$ cat src/design/indexed_list_insert_remove_macros.svh
// Assertion macros shared by the indexed list modules.
// Every user must have clk and rst_n in scope.
`ifndef INDEXED_LIST_INSERT_REMOVE_MACROS_SVH
`define INDEXED_LIST_INSERT_REMOVE_MACROS_SVH

// The consequent must hold in the same cycle as the antecedent.
`define ILIR_ASSERT_IMPL(label, ante, cons, msg) \
    label: assert property (@(posedge clk) disable iff (!rst_n) (ante) |-> (cons)) \
        else $error(msg);

// The consequent must hold in the cycle after the antecedent.
`define ILIR_ASSERT_NEXT(label, ante, cons, msg) \
    label: assert property (@(posedge clk) disable iff (!rst_n) (ante) |=> (cons)) \
        else $error(msg);

`endif

$ cat src/design/ilir_pkg.sv
// Shared types and codes for the indexed list block.
// No dependencies; every module file imports this package.
package ilir_pkg;

    // Default sizes, handed to the top level parameters.
    localparam int CAPACITY_DEF   = 16;
    localparam int DATA_WIDTH_DEF = 32;

    // Operation codes.
    localparam logic [1:0] OP_INSERT = 2'd0;
    localparam logic [1:0] OP_READ   = 2'd1;
    localparam logic [1:0] OP_REMOVE = 2'd2;

    // Status codes.
    localparam logic [1:0] STAT_DONE  = 2'd0;
    localparam logic [1:0] STAT_RANGE = 2'd1;
    localparam logic [1:0] STAT_FULL  = 2'd2;

    // Request beat.
    typedef struct packed {
        logic [1:0]  operation;
        logic [4:0]  position;
        logic [31:0] value;
    } req_t;

    // Response beat.
    typedef struct packed {
        logic [31:0] read_value;
        logic [1:0]  status;
        logic [4:0]  entry_count;
    } rsp_t;

    // Command from the controller to the datapath.
    typedef struct packed {
        logic exec;
    } cmd_t;

    // Controller states: response register empty or holding a beat.
    typedef enum logic {
        S_EMPTY,
        S_HELD
    } state_t;

endpackage

$ cat src/design/ilir_ctrl.sv
// Handshake controller for the indexed list block.
// Uses ilir_pkg and the assertion macros header.
`include "indexed_list_insert_remove_macros.svh"

module ilir_ctrl
    import ilir_pkg::*;
(
    input  logic   clk,
    input  logic   rst_n,
    input  logic   req_valid,
    output logic   req_stall,
    output logic   rsp_valid,
    input  logic   rsp_stall,
    output cmd_t   cmd
);

    state_t state_reg;
    state_t state_next;

    // State register.
    always_ff @(posedge clk or negedge rst_n)
    begin
        if (!rst_n)
        begin
            state_reg <= S_EMPTY;
        end
        else
        begin
            state_reg <= state_next;
        end
    end

    // Next state: a new request refills the response register, a taken beat empties it.
    always_comb
    begin
        state_next = state_reg;
        case (state_reg)
            S_EMPTY:
            begin
                if (req_valid)
                begin
                    state_next = S_HELD;
                end
            end
            S_HELD:
            begin
                if (!rsp_stall && !req_valid)
                begin
                    state_next = S_EMPTY;
                end
            end
            default:
            begin
                state_next = S_EMPTY;
            end
        endcase
    end

    // Outputs: a request is taken whenever the response register is free or being drained.
    always_comb
    begin
        rsp_valid = 1'b0;
        req_stall = 1'b0;
        case (state_reg)
            S_EMPTY:
            begin
                rsp_valid = 1'b0;
                req_stall = 1'b0;
            end
            S_HELD:
            begin
                rsp_valid = 1'b1;
                req_stall = rsp_stall;
            end
            default:
            begin
                rsp_valid = 1'b0;
                req_stall = 1'b1;
            end
        endcase
        cmd.exec = req_valid && !req_stall;
    end

    // An executed request always shows up as a response beat in the next cycle.
    `ILIR_ASSERT_NEXT(a_exec_gives_rsp, cmd.exec, rsp_valid, "executed request produced no response")
    // A held response under stall must block new requests.
    `ILIR_ASSERT_IMPL(a_no_exec_when_blocked, rsp_valid && rsp_stall, !cmd.exec, "request executed over a stalled response")
    // A response taken with no new request leaves the register empty.
    `ILIR_ASSERT_NEXT(a_drain_empties, rsp_valid && !rsp_stall && !cmd.exec, !rsp_valid, "response repeated after being taken")

endmodule

$ cat src/design/ilir_dp.sv
// Datapath of the indexed list: a row of entry cells, the count and the response register.
// Uses ilir_pkg and the assertion macros header.
`include "indexed_list_insert_remove_macros.svh"

module ilir_dp
    import ilir_pkg::*;
#(
    parameter int CAPACITY   = CAPACITY_DEF,
    parameter int DATA_WIDTH = DATA_WIDTH_DEF
)
(
    input  logic clk,
    input  logic rst_n,
    input  cmd_t cmd,
    input  req_t req,
    output rsp_t rsp
);

    localparam int CNT_W = $clog2(CAPACITY + 1);
    localparam int IDX_W = $clog2(CAPACITY);
    localparam int CMP_W = CNT_W + 5;

    logic [DATA_WIDTH-1:0] cells_reg  [CAPACITY];
    logic [DATA_WIDTH-1:0] cells_next [CAPACITY];
    logic [CNT_W-1:0]      count_reg;
    logic [CNT_W-1:0]      count_next;
    rsp_t                  rsp_reg;
    rsp_t                  rsp_next;

    logic [CMP_W-1:0]           pos_ext;
    logic [CMP_W-1:0]           cnt_ext;
    logic [IDX_W-1:0]           idx;
    logic [DATA_WIDTH+31:0]     word_ext;
    logic [DATA_WIDTH-1:0]      word;
    logic [DATA_WIDTH+31:0]     rd_ext;
    logic [CNT_W+4:0]           cnt_out_ext;
    logic                       do_ins;
    logic                       do_rem;
    logic                       rd_ok;
    logic [1:0]                 stat;

    // Widen position and count to a common width for comparison.
    assign pos_ext  = {{CNT_W{1'b0}}, req.position};
    assign cnt_ext  = {5'b0, count_reg};
    assign idx      = pos_ext[IDX_W-1:0];
    assign word_ext = {{DATA_WIDTH{1'b0}}, req.value};
    assign word     = word_ext[DATA_WIDTH-1:0];
    assign rd_ext   = {32'b0, cells_reg[idx]};

    // Decode the request and check its position against the count.
    always_comb
    begin
        do_ins = 1'b0;
        do_rem = 1'b0;
        rd_ok  = 1'b0;
        stat   = STAT_DONE;
        case (req.operation)
            OP_INSERT:
            begin
                if (pos_ext > cnt_ext)
                begin
                    stat = STAT_RANGE;
                end
                else if (count_reg == CNT_W'(CAPACITY))
                begin
                    stat = STAT_FULL;
                end
                else
                begin
                    do_ins = 1'b1;
                end
            end
            OP_READ:
            begin
                if (pos_ext >= cnt_ext)
                begin
                    stat = STAT_RANGE;
                end
                else
                begin
                    rd_ok = 1'b1;
                end
            end
            OP_REMOVE:
            begin
                if (pos_ext >= cnt_ext)
                begin
                    stat = STAT_RANGE;
                end
                else
                begin
                    do_rem = 1'b1;
                end
            end
            default:
            begin
                stat = STAT_RANGE;
            end
        endcase
    end

    // From the position up, cells shift up on insert (new word at the position) or down on remove.
    always_comb
    begin
        int lower;
        int upper;
        for (int i = 0; i < CAPACITY; i++)
        begin
            lower = (i == 0) ? 0 : i - 1;
            upper = (i == CAPACITY - 1) ? i : i + 1;
            cells_next[i] = cells_reg[i];
            if (cmd.exec && do_ins)
            begin
                if (CMP_W'(i) == pos_ext)
                begin
                    cells_next[i] = word;
                end
                else if (CMP_W'(i) > pos_ext)
                begin
                    cells_next[i] = cells_reg[IDX_W'(lower)];
                end
            end
            else if (cmd.exec && do_rem)
            begin
                if (CMP_W'(i) >= pos_ext)
                begin
                    cells_next[i] = cells_reg[IDX_W'(upper)];
                end
            end
        end
    end

    // Count and response for the current request.
    always_comb
    begin
        count_next = count_reg;
        if (do_ins)
        begin
            count_next = count_reg + CNT_W'(1);
        end
        else if (do_rem)
        begin
            count_next = count_reg - CNT_W'(1);
        end
        cnt_out_ext          = {5'b0, count_next};
        rsp_next.read_value  = rd_ok ? rd_ext[31:0] : 32'b0;
        rsp_next.status      = stat;
        rsp_next.entry_count = cnt_out_ext[4:0];
    end

    // Entry cells carry no reset; only entries below the count are ever returned.
    always_ff @(posedge clk)
    begin
        cells_reg <= cells_next;
    end

    // Count and response register.
    always_ff @(posedge clk or negedge rst_n)
    begin
        if (!rst_n)
        begin
            count_reg <= '0;
            rsp_reg   <= '0;
        end
        else if (cmd.exec)
        begin
            count_reg <= count_next;
            rsp_reg   <= rsp_next;
        end
    end

    assign rsp = rsp_reg;

    // The count never exceeds the capacity.
    `ILIR_ASSERT_IMPL(a_count_bound, 1'b1, count_reg <= CNT_W'(CAPACITY), "count above capacity")
    // A good insert grows the list by exactly one entry.
    `ILIR_ASSERT_NEXT(a_insert_grows, cmd.exec && do_ins, count_reg == $past(count_reg) + CNT_W'(1), "insert did not grow")
    // A rejected request leaves the count alone.
    `ILIR_ASSERT_NEXT(a_reject_keeps, cmd.exec && (stat != STAT_DONE), $stable(count_reg), "rejected request changed the count")
    // Only a good read returns a nonzero word.
    `ILIR_ASSERT_IMPL(a_value_zero, rsp_reg.status != STAT_DONE, rsp_reg.read_value == 32'b0, "failed request returned data")

endmodule

$ cat src/design/indexed_list_insert_remove.sv
// Indexed list with insert, read and remove by position, CAPACITY entries.
// An accepted request's response beat shows in the cycle after it is accepted.
// Throughput: one request per cycle while rsp_stall is low; all entries shift together.
// Reset: asynchronous, clears the count and the handshake state; entry cells are not cleared.
// Depends on ilir_pkg, ilir_ctrl and ilir_dp.
module indexed_list_insert_remove
    import ilir_pkg::*;
#(
    parameter int CAPACITY   = CAPACITY_DEF,
    parameter int DATA_WIDTH = DATA_WIDTH_DEF
)
(
    input  logic clk,
    input  logic rst_n,
    input  logic req_valid,
    output logic req_stall,
    input  req_t req,
    output logic rsp_valid,
    input  logic rsp_stall,
    output rsp_t rsp
);

    cmd_t cmd;

    // Handshake controller.
    ilir_ctrl u_ctrl (
        .clk       (clk),
        .rst_n     (rst_n),
        .req_valid (req_valid),
        .req_stall (req_stall),
        .rsp_valid (rsp_valid),
        .rsp_stall (rsp_stall),
        .cmd       (cmd)
    );

    // Entry cells, count and response register.
    ilir_dp #(
        .CAPACITY   (CAPACITY),
        .DATA_WIDTH (DATA_WIDTH)
    ) u_dp (
        .clk   (clk),
        .rst_n (rst_n),
        .cmd   (cmd),
        .req   (req),
        .rsp   (rsp)
    );

endmodule
$ cat config.mk
export PLATFORM = sky130hd
export DESIGN_NAME = indexed_list_insert_remove
export DESIGN_NICKNAME = d
export VERILOG_FILES = /design/src/design/ilir_pkg.sv /design/src/design/ilir_ctrl.sv /design/src/design/ilir_dp.sv /design/src/design/indexed_list_insert_remove.sv
export VERILOG_INCLUDE_DIRS = /design/src /design/src/design
export SDC_FILE = /design/constraint.sdc
export NUM_CORES = 1
export LEC_CHECK = 0
export ABC_AREA = 1
export BUFFER_PORTS_ARGS = -buffer_cell sky130_fd_sc_hd__clkbuf_2
export CAP_MARGIN = 20
export CORE_MARGIN = 2
export CORE_UTILIZATION = 30
export CTS_BUF_LIST = sky130_fd_sc_hd__clkbuf_2 sky130_fd_sc_hd__clkbuf_4 sky130_fd_sc_hd__clkbuf_8
export CTS_CLUSTER_DIAMETER = 100
export DETAILED_ROUTE_END_ITERATION = 7
export GPL_TIMING_DRIVEN = 0
export PLACE_DENSITY = 0.48
export SLEW_MARGIN = 40
export SYNTH_ARGS = -nofsm -noshare
export SYNTH_HDL_FRONTEND = slang
export SYNTH_SLANG_ARGS = --single-unit
$ cat constraint.sdc
create_clock -name clk -period 6.3 [get_ports clk]
set_input_delay 0 -clock clk [delete_from_list [all_inputs] [get_ports clk]]
set_output_delay 0 -clock clk [all_outputs]
set_load 0.02 [all_outputs]
Yosys cells after proc, flatten, opt, wreduce, memory -nomap -nowiden
Index checks and enable logic that the tools add are counted.
Cells by class
  muxes and demuxes: 75
  eq/ne operators: 34
  bitwise operators: 2
  add/sub/neg operators: 2
  order comparisons: 34
  reductions and logical operators: 45
Operator list (count)
  $mux W32: 57
  $bmux W32 S4: 1
  $reduce_and A3 Y1: 16
  $eq A4 B5 Y1 const A: 8
  $ge A4 B5 Y1 const A: 8
  $gt A4 B5 Y1 const A: 8
  $reduce_bool A2 Y1: 18
  $ne A3 B3 Y1 const B: 8
  $ne A3 B1 Y1 const B: 7
  $eq A3 B5 Y1 const A: 4
  $ge A3 B5 Y1 const A: 4
  $gt A3 B5 Y1 const A: 4
  $eq A2 B5 Y1 const A: 2
  $ge A1 B5 Y1 const A: 2
  $ge A2 B5 Y1 const A: 2
  $gt A2 B5 Y1 const A: 2
  $logic_not A10 Y1: 1
  $mux W5: 2
  $mux W1: 9
  $pmux W1 S2: 3
  $add A5 B1 Y5 const B: 1
  $eq A1 B5 Y1 const A: 1
  $eq A5 B5 Y1 const B: 1
  $ge A5 B5 Y1: 1
  16 further kinds: 22
Storage, ports and cells
  input bits: 43
  register bits: 552
  logic and storage cells: 212
  output and inout bits: 41

Depth between registers and ports, before layout
Gate-level depths: netlist of run 1.
  depth after elaboration: 7
  depth in mapped cells: 18
  depth with buffers taken out: 16

Modules after synthesis
From an unflattened synthesis of run 1, not the netlist that was laid out.
Second synthesis, totals
  cell total of the unflattened synthesis: 2838
  area total of the unflattened synthesis: 26909.6 um^2
By module, submodules not included
  ilir_dp: times used 1, sequential area each 16350.7 um^2, area an instance 26864.5 um^2, cells each 2832
  ilir_ctrl: times used 1, sequential area each 25.0 um^2, area an instance 45.0 um^2, cells each 6

Worst setup path after synthesis of run 1
OpenSTA, ideal clock, no wires.
  kind: register to register
  from: register u_dp.count_reg[4]
  to: register u_dp.cells_reg[416] (netlist name), enable pin
  arrival: 3.930 ns
  cell stages (with the launch flop): 13
  setup time: 0.466 ns
  slack: 1.904 ns
  period minus slack after synthesis: 4.396 ns
  cells stage by stage: dfrtp_1 inv_1 ha_1 nand2_1 inv_1 nand2_1 nand3_1 nand2_2 nand3_2 buf_6 nand2_2 inv_2 o21ai_0
Between the ends
  cells in the longest elaborated chain, start to end: 7
  elaborated cells on any way between the ends: 14
  those cells by class: order compare (2); eq/ne (2); mux (5); reduce/logical (5)
Ends and longest elaborated chain
  from (decl): line ilir_dp.sv:25  | logic [CNT_W-1:0] count_reg;
  from (signal assigned): line ilir_dp.sv:167  | count_reg <= count_next;
  branches (longest 6 deep; another with $gt A5 B5 Y1)
  $reduce_and A3 Y1 (no line) (*)
  to (signal assigned): line ilir_dp.sv:154  | cells_reg <= cells_next;
  to (decl): line ilir_dp.sv:23  | logic [DATA_WIDTH-1:0] cells_reg [CAPACITY];
Every way passes the cells marked *.
A chain may end at the register's enable or synchronous reset.

Final worst setup path of run 1
  from: register u_dp.count_reg[3]
  to: register u_dp.cells_reg[497] (netlist name), enable pin
Between the ends
  cells in the longest elaborated chain, start to end: 7
  elaborated cells on any way between the ends: 14
  those cells by class: order compare (2); eq/ne (2); mux (5); reduce/logical (5)
Ends and longest elaborated chain
  branches (longest 6 deep; another with $gt A5 B5 Y1)
  $reduce_and A3 Y1 (no line) (*)
Marked as above.

==> impl_metrics.tcl, run 1 <==
set metrics [dict create \
    status "finished, final reports clean" \
    p_leak_uw 0.0128 \
    grt_max_degree 41 \
    detail_route.wl_per_cell_um 24.6 \
    critPathTopFamily "simple AND/OR/NAND/NOR gates" \
    antenna_found_initial 8 \
    ys_seq_elements 552 \
    hold_viol_final 0 \
    layout_commonest_cell "nand2_1" \
    power_frac_seq_pct 48.2 \
    viasPerCell 5.18 \
    syn_area_mm2 0.0270 \
    cp_cell_sequence "inv_1, ha_1, nand2_1, nor2_2, nand2_2, nand2_2, nand3_2, buf_6, nand2_2, buf_4, nand2_1, nor2_4, buf_16, buf_16" \
    cp-startpoint "u_dp.count_reg[3]" \
    htreeDepth 3 \
    finalSetupViolations 0 \
    start_util_pct 30.2 \
    cts_sinks 552 \
    die_w_um 304 \
    routed-via-count 22300 \
    ir_drop_uv 171 \
    pin_count 84 \
    syn2layout_area_growth_pct 18.4 \
    dp_hpwl_um 75700 \
    grt_pass1_wl_um 152000 \
    dieHeight_um 304 \
    maxCapViolCount 0 \
    synth_xor_area_share_pct 0.0972 \
    overflow 0 \
    arrival_ns 3.71 \
    final_cell_mix "nand2_1 (732), edfxtp_1 (512), o21ai_0 (356)" \
    timing.fmax_mhz 302 \
    wl_um 106000 \
    cp-start-kind "register" \
    port_buffers 82 \
    crit_cells 14 \
    clock_latency_ns 0.73 \
    crit_path_max_incr_delay_ns 0.42 \
    ys_warn_count 0 \
    reg2regPathDepth 14 \
    synth_top_area_share_pct 56.9 \
    largest_reg_flops 512 \
    yosysSeqAreaShare_pct 60.6 \
    worst-path-max-fanout 16 \
    muxShareOfSynthArea_pct 0 \
    drive_above_1_share_pct 14.1 \
    synth_area_leaders "edfxtp_1 (57%), nand2_1 (10%), o21ai_0 (6.6%)" \
    synth_compound_area_share_pct 17.5 \
    place_congestion 0.874 \
    dr.pass1.iters 8 \
    synthSimpleGateAreaFrac_pct 13.8 \
    p_int_uw 6290 \
    cp.required_ns 6.70 \
    r2r_end "u_dp.cells_reg[497]" \
    drv_slew 0 \
    total_power_uw 8800 \
    grtUsageMet3_pct 3.10 \
    end_kind "register" \
    stdcell_count 4306 \
    synth.distinct_cells 37 \
    period_minus_slack_ns 3.31 \
    cts_setup_buffers 0 \
    syn_nets 2855 \
    fin_crit_sh_pct 52.6 \
    critPathKind "register to register" \
    hold_class "primary input to register" \
    grt_use_met1_pct 31.0 \
    use_met2_pct 36.6 \
    grt_busiest_layer "met2" \
    cts.clk_slew.worst_paths_ns 0.07 \
    p_switching_uw 2510 \
    slew_headroom_pct 42.8 \
    cp_common_cell "nand2_2" \
    totalNegativeSetupSlack_ns 0 \
    synth.avg_cell_area_um2 9.66 \
    rsz0062_at_grt "no" \
    critical_path_buf_inv_count 5 \
    cellPowerDensity_mw_per_mm2 275 \
    slowest_stage "dfrtp_1" \
    cts_buffers 95 \
    p_comb_share_pct 13.9 \
    grt_pass1_vias 21700 \
    grt_usage_pct 22.4 \
    endpoint "u_dp.cells_reg[497]" \
    worst_slew_pin_slew_ns 0.858 \
    dieArea_mm2 0.0925 \
    core-area_mm2 0.0896 \
    synth_fa_ha_area_share_pct 0.630 \
    skew_ns 0.0370 \
    first_iter_violations 2445 \
    placed_cells 4085 \
    synth_largest_area_cell "edfxtp_1" \
    finalNetCount 3110 \
    ant_nets 0 \
    route.detailed.drc 0 \
    cts_tree "yes" \
    synth_top_family_by_area "compound AO/OA/AOI/OAI gates" \
    worst_hold_slack_ns 0.0927 \
    fillCellCount 9190 \
    syn_inst 2799 \
    r2r_slack_ns 2.99 \
    cts_root_buf "clkbuf_8" \
    p_sw_share_pct 28.5 \
    clk_path_buf_depth 3 \
    rows 110 \
    clkPwrFrac_pct 37.9 \
    r2r_start "u_dp.count_reg[3]" \
]
[cell usage after synthesis (all sizes together)]
master  count
o31ai      31
inv       262
a21o        1
o21ai     441
a21oi     100
o21bai     27
o211ai    101
and3        1
fa          1
a31oi       1
nor3        1
ha         12
nand2     744
nand4       4
xor2        3
a32o        1
clkinv      1
nand3      69
dfrtp      40
clkbuf     51
edfxtp    512
nor2      129
buf       139
o22ai     127
[worst min-delay path: cells and delay by family]
kind	cells	cell delay (ns)
buffers and inverters	2	0.40
AOI/OAI and AO/OA	1	0.19
[how the worst min path moves through the flow]
stage	start	to	slack, ns	cells past startpoint
3_3_place_gp	req_valid	u_ctrl.state_reg	0.21	3
5_1_grt	req[33]	u_dp.cells_reg[67]	0.09	3
2_1_floorplan	rst_n	u_ctrl.state_reg	-0.30	0
6_report	req[33]	u_dp.cells_reg[67]	0.09	3
4_1_cts	req[33]	u_dp.cells_reg[67]	0.02	3
3_5_place_dp	rst_n	u_dp.rsp[17]	0.13	1
[timing repair]
action | 4_1_cts | 5_1_grt
hold buffers | 48 | 0
hold endpoints to repair | 467 | 0
resized for setup | 0 | 0
[per-stage QoR]
step | instance area [µm²] | worst slack (ns) | utilization, %
final | 32000 | 2.99 | 35.7
after global routing | 32000 | 2.80 | 35.7
after CTS | 32000 | 2.98 | 35.7
after detailed placement | 29600 | 2.74 | 33.0
after global placement | 28900 | -0.818 | 32.3
after floorplan | 27000 | 1.90 | -
[power groups by stage]
stage | clock [µW] | sequential (µW) | combinational (µW)
floorplan | 0 | 4370 | 606
global placement | 0 | 4330 | 1130
detailed placement | 0 | 4320 | 1180
CTS | 3390 | 4240 | 1220
global route | 3530 | 4260 | 1320
finish | 3330 | 4240 | 1220
[logic make-up after synthesis]
family | after synthesis
xor gates and xnor gates | 3
AOI/OAI and AO/OA | 830
and+or+nand+nor | 948
DFF | 552
buffers and inverters | 453
adders and majority gates | 13
[final cells by class]
class	count	area, µm²	share of cell area (%)
antenna	1	2.50	0.00782
clock inverter	29	148	0.462
clock buffer	143	1740	5.43
sequential	552	16400	51.2
inverter	263	995	3.11
buffer	190	1010	3.15
tap	1176	1470	4.60
timing repair buffer	158	1460	4.57
multi-input combinational	1794	8790	27.5
[per-layer routing]
metal,wire [µm],vias up
li1,-,10300
met1,45700,10900
met2,49300,962
met3,8770,127
met4,2110,2
met5,13,-
Note: power is estimated with default switching activity, not from simulation.
==> inputs of run 2 (changes only) <==
Settings changed: ABC_AREA 1 to 0.
Clock period 6.3 ns to 3.4 ns, I/O delays scaled along.
==> run 2 against run 1 <==
Net effect:
- die area hardly changed
- utilization rose by 0.49 points
- critical path depth stayed put
- via count decreased by 20%
- routed wire length decreased by 16%
- global-route usage is 3.4 points lower
- sequential power is 87% higher
- non-clock buffer count is 44 higher
- setup slack got worse by 2.9 ns
- sequential share of layout area decreased by 0.68 points
- maximum frequency rose by 0.57%
- final cell count down 22%
- critical path type unchanged
==> impl_metrics.tcl, run 2 <==
set metrics [dict create \
    synth_edf_count 512 \
    fin_crit_sh_pct 96.9 \
    port_buffers 82 \
    clk_path_buf_depth 3 \
    slew_headroom_pct 40.7 \
    maxCapViolCount 0 \
    p_leak_uw 0.0122 \
    period_minus_slack_ns 3.30 \
    htreeDepth 3 \
    timing.fmax_mhz 303 \
    wl_met2_um 42400 \
    final_cell_mix "edfxtp_1 (512), a21oi_1 (386), mux2i_1 (227)" \
    wl_um 88900 \
    pin_count 84 \
    core-area_mm2 0.0896 \
    synth.most_common_cell "edfxtp_1" \
    route.detailed.drc 0 \
    synth_largest_area_cell "edfxtp_1" \
    ant_nets 0 \
    worst_hold_slack_ns 0.0846 \
    placed_cells 3090 \
    clkPwrFrac_pct 38.0 \
    multi_input_area_mm2 0.00987 \
    hold_class "primary input to register" \
    drive_above_1_share_pct 31.7 \
    cellPowerDensity_mw_per_mm2 531 \
    grt_pass1_wl_um 129000 \
    cp.required_ns 3.99 \
    cts_sinks 552 \
    syn_area_mm2 0.0270 \
    skew_ns 0.0437 \
    grt_max_degree 29 \
    finalNetCount 2133 \
    dr.pass1.iters 7 \
    layout_commonest_cell "edfxtp_1" \
    cts_buffers 97 \
    r2r_slack_ns 0.10 \
    p_comb_share_pct 15.9 \
    grt_usage_pct 19.0 \
    routed-via-count 17700 \
    power_frac_seq_pct 46.0 \
    synth_ff_type "edfxtp_1" \
    synthTopCellsByCount "edfxtp_1 (512), a21oi_1 (388), mux2i_1 (227)" \
    start_util_pct 30.1 \
    critPathTopFamily "adder cells" \
    p_switching_uw 4880 \
    dieArea_mm2 0.0924 \
    hold_viol_final 0 \
    ys_async_sr_fraction_pct 7.25 \
    synth.avg_cell_area_um2 15.3 \
    arrival_ns 3.89 \
    cts.clk_slew.worst_paths_ns 0.06 \
    finalSetupViolations 0 \
    clock_latency_ns 0.73 \
    place_congestion 0.852 \
    ir_drop_uv 246 \
    ys_seq_elements 552 \
    syn_nets 1826 \
    cp_cell_sequence "inv_1, ha_1, a21oi_2, and2_1, o2bb2ai_4, buf_6, buf_6, nand2_1, fa_2, a21o_1, a21oi_4, mux2i_1, and3_1, nor4_1" \
    syn2layout_area_growth_pct 20.1 \
    cp-start-kind "register" \
    fillCellCount 8516 \
    m1WireLength_um 37800 \
    syn_inst 1770 \
    critical_path_buf_inv_count 3 \
    crit_path_max_incr_delay_ns 0.44 \
    cts_root_buf "clkbuf_8" \
    register_area_mm2 0.0164 \
    detail_route.wl_per_cell_um 26.6 \
    end_kind "register" \
    stdcell_count 3338 \
    dp_hpwl_um 63100 \
    yosysSeqAreaShare_pct 60.6 \
    synth.distinct_cells 46 \
    dr.max_layer_used "met5" \
    viasPerCell 5.31 \
    first_iter_violations 1576 \
    worst_slew_pin_slew_ns 0.890 \
    cts_tree "yes" \
    status "finished, final reports clean" \
    wl_met3_um 5610 \
    grt_pass1_vias 18600 \
    synth_top_area_share_pct 56.9 \
    largest_reg_flops 512 \
    p_sw_share_pct 28.4 \
    die_w_um 304 \
    overflow 0 \
    synth_area_leaders "edfxtp_1 (57%), mux4_2 (11%), mux2i_1 (8.4%)" \
    antenna_found_initial 2 \
    worst-path-max-fanout 10 \
    slowest_stage "dfrtp_2" \
    cp_common_cell "buf_6" \
    p_int_uw 12300 \
    drv_slew 0 \
    dieHeight_um 304 \
    rows 110 \
    ys_warn_count 0 \
    critPathKind "register to register" \
]
[run 2: cell count changes after synthesis, moves of 32 or more]
cell      previous run  this run
a21oi_1            100       388
a22o_1               0        33
o22ai_1            127         0
nand2_1            732        12
o211ai_1           101         0
o21ai_1             84        17
inv_1              252         9
nand3_1             68         2
mux4_2               0       128
mux2i_1              0       227
o21ai_0            357        16
nor2_1             125         9
a22oi_1              0        32
mux2_2               0        67
[run 2: kinds of logic after synthesis]
family | count (synthesis) | synth area share, %
AO/OA/AOI/OAI | 504 | 10.4
XOR/XNOR | 3 | 0.0973
adder cells (fa/ha/maj) | 13 | 0.630
buffers and inverters | 193 | 3.59
flip-flops | 552 | 60.6
multiplexers | 452 | 23.5
AND/OR/NAND/NOR | 53 | 1.06
[run 2: through the flow]
step	worst slack [ns]	total power (µW)	utilization (%)	setup TNS, ns	area, µm²
after global placement	-2.84	10600	32.4	-974.02	29000
after detailed placement	-0.887	10700	33.2	-31.62	29700
after global routing	-0.00931	17900	36.2	-0.0254	32400
after floorplan	-0.278	9610	-	-64.69	27100
after CTS	0.00920	17400	36.1	0	32300
final	0.104	17200	36.2	0	32400
[run 2: metal layers]
| layer | up-vias | global-route usage [%] |
|---|---|---|
| li1 | 7707 | - |
| met1 | 9215 | 24.8 |
| met2 | 653 | 31.0 |
| met3 | 158 | 3.66 |
| met4 | 2 | 7.86 |
| met5 | - | 0 |
[run 2: area by class of cell]
| cell class | count | area share (%) |
|---|---|---|
| Antenna cell | 1 | 0.00772 |
| Buffer | 184 | 3.01 |
| Inverter | 9 | 0.104 |
| Sequential cell | 552 | 50.5 |
| Clock buffer | 137 | 5.29 |
| Clock inverter | 46 | 1.07 |
| Timing Repair Buffer | 208 | 5.01 |
| Multi-Input combinational cell | 1025 | 30.5 |
| Tap cell | 1176 | 4.54 |
[run 2: timing repair]
action                                 CTS  global route
gates resized for setup                  6             6
hold buffers                            44             0
setup endpoints to repair               25            70
endpoints found under the hold margin  289             0
cloned                                   0             0
setup buffers                           12             8
pin swaps                                6             5
[run 2: path summary, 6_finish.rpt]
path,from,to,cells past startpoint
max reg2reg,u_dp.count_reg[4],u_dp.count_reg[4],14
min in group asynchronous,rst_n,u_dp.rsp[30],4
min,req[32],u_dp.cells_reg[352],4
min reg2reg,u_dp.rsp[5],u_dp.rsp[5],2
max,u_dp.count_reg[4],u_dp.count_reg[4],14
max in group asynchronous,rst_n,u_dp.rsp[22],4
[run 2: worst reg2reg max path, stage by stage (launching register included)]
cell	delay, ns
dfrtp_2	0.44
inv_1	0.09
ha_1	0.34
a21oi_2	0.19
and2_1	0.19
o2bb2ai_4	0.14
buf_6	0.19
buf_6	0.19
nand2_1	0.16
fa_2	0.40
a21o_1	0.20
a21oi_4	0.20
mux2i_1	0.10
and3_1	0.18
nor4_1	0.19
[run 2: power groups by stage]
stage / combinational [µW] / clock [µW] / sequential (µW)
2_1_floorplan: 1470 / 0 / 8140
5_1_grt: 2940 / 7010 / 7960
4_1_cts: 2720 / 6740 / 7930
6_report: 2740 / 6550 / 7930
3_3_place_gp: 2490 / 0 / 8080
3_5_place_dp: 2630 / 0 / 8070
==> inputs of run 3 (changes only) <==
Settings changed: CELL_PAD_IN_SITES_DETAIL_PLACEMENT set to 1, CELL_PAD_IN_SITES_GLOBAL_PLACEMENT set to 1, PLACE_DENSITY 0.48 to 0.54, SETUP_SLACK_MARGIN set to 0.3.
==> run 3 against run 2 <==
Net effect:
- sequential power about the same
- die area unchanged
- critical path type unchanged
- largest power group unchanged
- critical path depth down 2
- critical endpoint is now u_dp.cells_reg[366]
==> impl_metrics.tcl, run 3 (synthesis gave the netlist of run 2 again) <==
set metrics [dict create \
    dieHeight_um 304 \
    cp-start-kind "register" \
    placed_cells 3093 \
    cp-startpoint "u_dp.count_reg[1]" \
    fin_crit_sh_pct 87.3 \
    route.detailed.drc 0 \
    grt_pass1_wl_um 138000 \
    start_util_pct 30.1 \
    timing.fmax_mhz 337 \
    die_w_um 304 \
    r2r_end "u_dp.cells_reg[366]" \
    grt_usage_pct 20.5 \
    routed-via-count 17800 \
    clk_path_buf_depth 3 \
    final_area_mm2 0.0328 \
    first_iter_violations 1368 \
    wl_um 94900 \
    largest_reg_flops 512 \
    r2r_start "u_dp.count_reg[1]" \
    cellPowerDensity_mw_per_mm2 549 \
    finalNetCount 2143 \
    maxCapViolCount 0 \
    finalSetupViolations 0 \
    viasPerCell 5.31 \
    core-area_mm2 0.0896 \
    place_area_mm2 0.0298 \
    place_congestion 0.825 \
    skew_ns 0.0491 \
    htreeDepth 3 \
    total_power_uw 18000 \
    drive_above_1_share_pct 32.6 \
    stdcell_count 3350 \
    clkPwrFrac_pct 39.9 \
    ir_drop_uv 268 \
    hold_viol_final 0 \
    dieArea_mm2 0.0924 \
    worst_slew_pin_slew_ns 0.850 \
    worst-path-max-fanout 10 \
    grt_pass1_vias 19600 \
    cts_tree "yes" \
    dr.pass1.iters 5 \
    r2r_slack_ns 0.43 \
    final_cell_mix "edfxtp_1 (512), a21oi_1 (386), mux2i_1 (227)" \
    antenna_found_initial 2 \
    cp.required_ns 3.82 \
    hold_class "primary input to register" \
    cts_root_buf "clkbuf_8" \
    layout_commonest_cell "edfxtp_1" \
    p_leak_uw 0.0123 \
    overflow 0 \
    p_switching_uw 5030 \
    p_comb_share_pct 16.1 \
    critPathKind "register to register" \
    power_frac_seq_pct 44.0 \
    syn2layout_area_growth_pct 21.6 \
    ant_nets 0 \
    port_buffers 82 \
    rsz0062_at_grt "yes" \
    rows 110 \
    pin_count 84 \
    reg2regPathDepth 12 \
    p_sw_share_pct 27.9 \
    arrival_ns 3.39 \
    slew_headroom_pct 43.3 \
    dp_hpwl_um 66500 \
    detail_route.wl_per_cell_um 28.3 \
    clock_latency_ns 0.75 \
    drv_slew 0 \
    endpoint "u_dp.cells_reg[366]" \
    cts_sinks 552 \
    period_minus_slack_ns 2.97 \
    cts_buffers 99 \
    grt_max_degree 41 \
    p_int_uw 13000 \
    cts.clk_slew.worst_paths_ns 0.06 \
    end_kind "register" \
    status "finished, final reports clean" \
]
## run 3: changes by cell type in the layout (fill, tap and decap cells not counted), sizes merged
| cell | delta |
|---|---|
| buf | +6 |
| dlygate4sd3 | +1 |
| clkbuf | +9 |
| clkinv | -7 |
| inv | -4 |
| bufinv | +5 |
| clkinvlp | +2 |
## run 3: metrics by stage
step	utilization (%)	worst slack, ns	setup TNS, ns	hold WS [ns]
after floorplan	-	-0.0554	-5.32	-0.296
after global placement	32.5	-2.58	-784.39	0.219
after detailed placement	33.2	-0.813	-16.50	0.00855
after CTS	36.5	0.202	0	0.0238
after global routing	36.6	0.279	0	0.0916
final	36.6	0.432	0	0.0928
## run 3: per-layer routing
| layer | GRT usage, % | routed length [µm] | vias up |
|---|---|---|---|
| li1 | - | - | 7729 |
| met1 | 26.5 | 40800 | 9386 |
| met2 | 34.0 | 46000 | 520 |
| met3 | 4.25 | 5360 | 154 |
| met4 | 7.46 | 2730 | 2 |
| met5 | 0 | 11 | - |
## run 3: worst min path at each step
| stage | from | endpoint | cells past startpoint |
|---|---|---|---|
| after global placement | req_valid | u_ctrl.state_reg | 2 |
| after floorplan | rst_n | u_ctrl.state_reg | 0 |
| after CTS | req[33] | u_dp.count_reg[4] | 6 |
| final | req[11] | u_dp.cells_reg[75] | 2 |
| after global routing | req[11] | u_dp.cells_reg[75] | 2 |
| after detailed placement | rst_n | u_dp.rsp[16] | 1 |
## run 3: worst max-delay path: stages, from the launching register on
cell and delay [ns]:
dfrtp_2 0.44, inv_2 0.09, ha_4 0.20, nor2b_4 0.13, o31ai_4 0.25, o2bb2ai_4 0.19, buf_8 0.19, a21boi_2 0.08
buf_6 0.19, a2111oi_4 0.34, buf_6 0.18, buf_4 0.18, buf_4 0.20
## run 3: layout make-up
class | count | area [µm²]
fillers | 9202 | 56800
flip-flops and latches | 552 | 16400
multi-input cells | 1025 | 9920
clock buffers | 145 | 1830
repair buffers | 216 | 1740
well taps | 1176 | 1470
plain buffers | 184 | 995
clock inverters | 42 | 444
inverters | 9 | 33.8
diodes | 1 | 2.50
## run 3: power groups by stage
stage	registers (µW)	clock network (µW)	logic [µW]
finish	7920	7190	2910
global route	7950	7640	3120
CTS	7930	7370	2850
global placement	8080	0	2570
floorplan	8140	0	1510
detailed placement	8070	0	2710
## run 3: what timing repair did
item / 4_1_cts / 5_1_grt
pin swaps: 12 / 7
setup buffers: 17 / 7
hold buffers: 45 / 0
endpoints found under the hold margin: 285 / 0
setup endpoints to repair: 197 / 179
gates resized for setup: 11 / 12
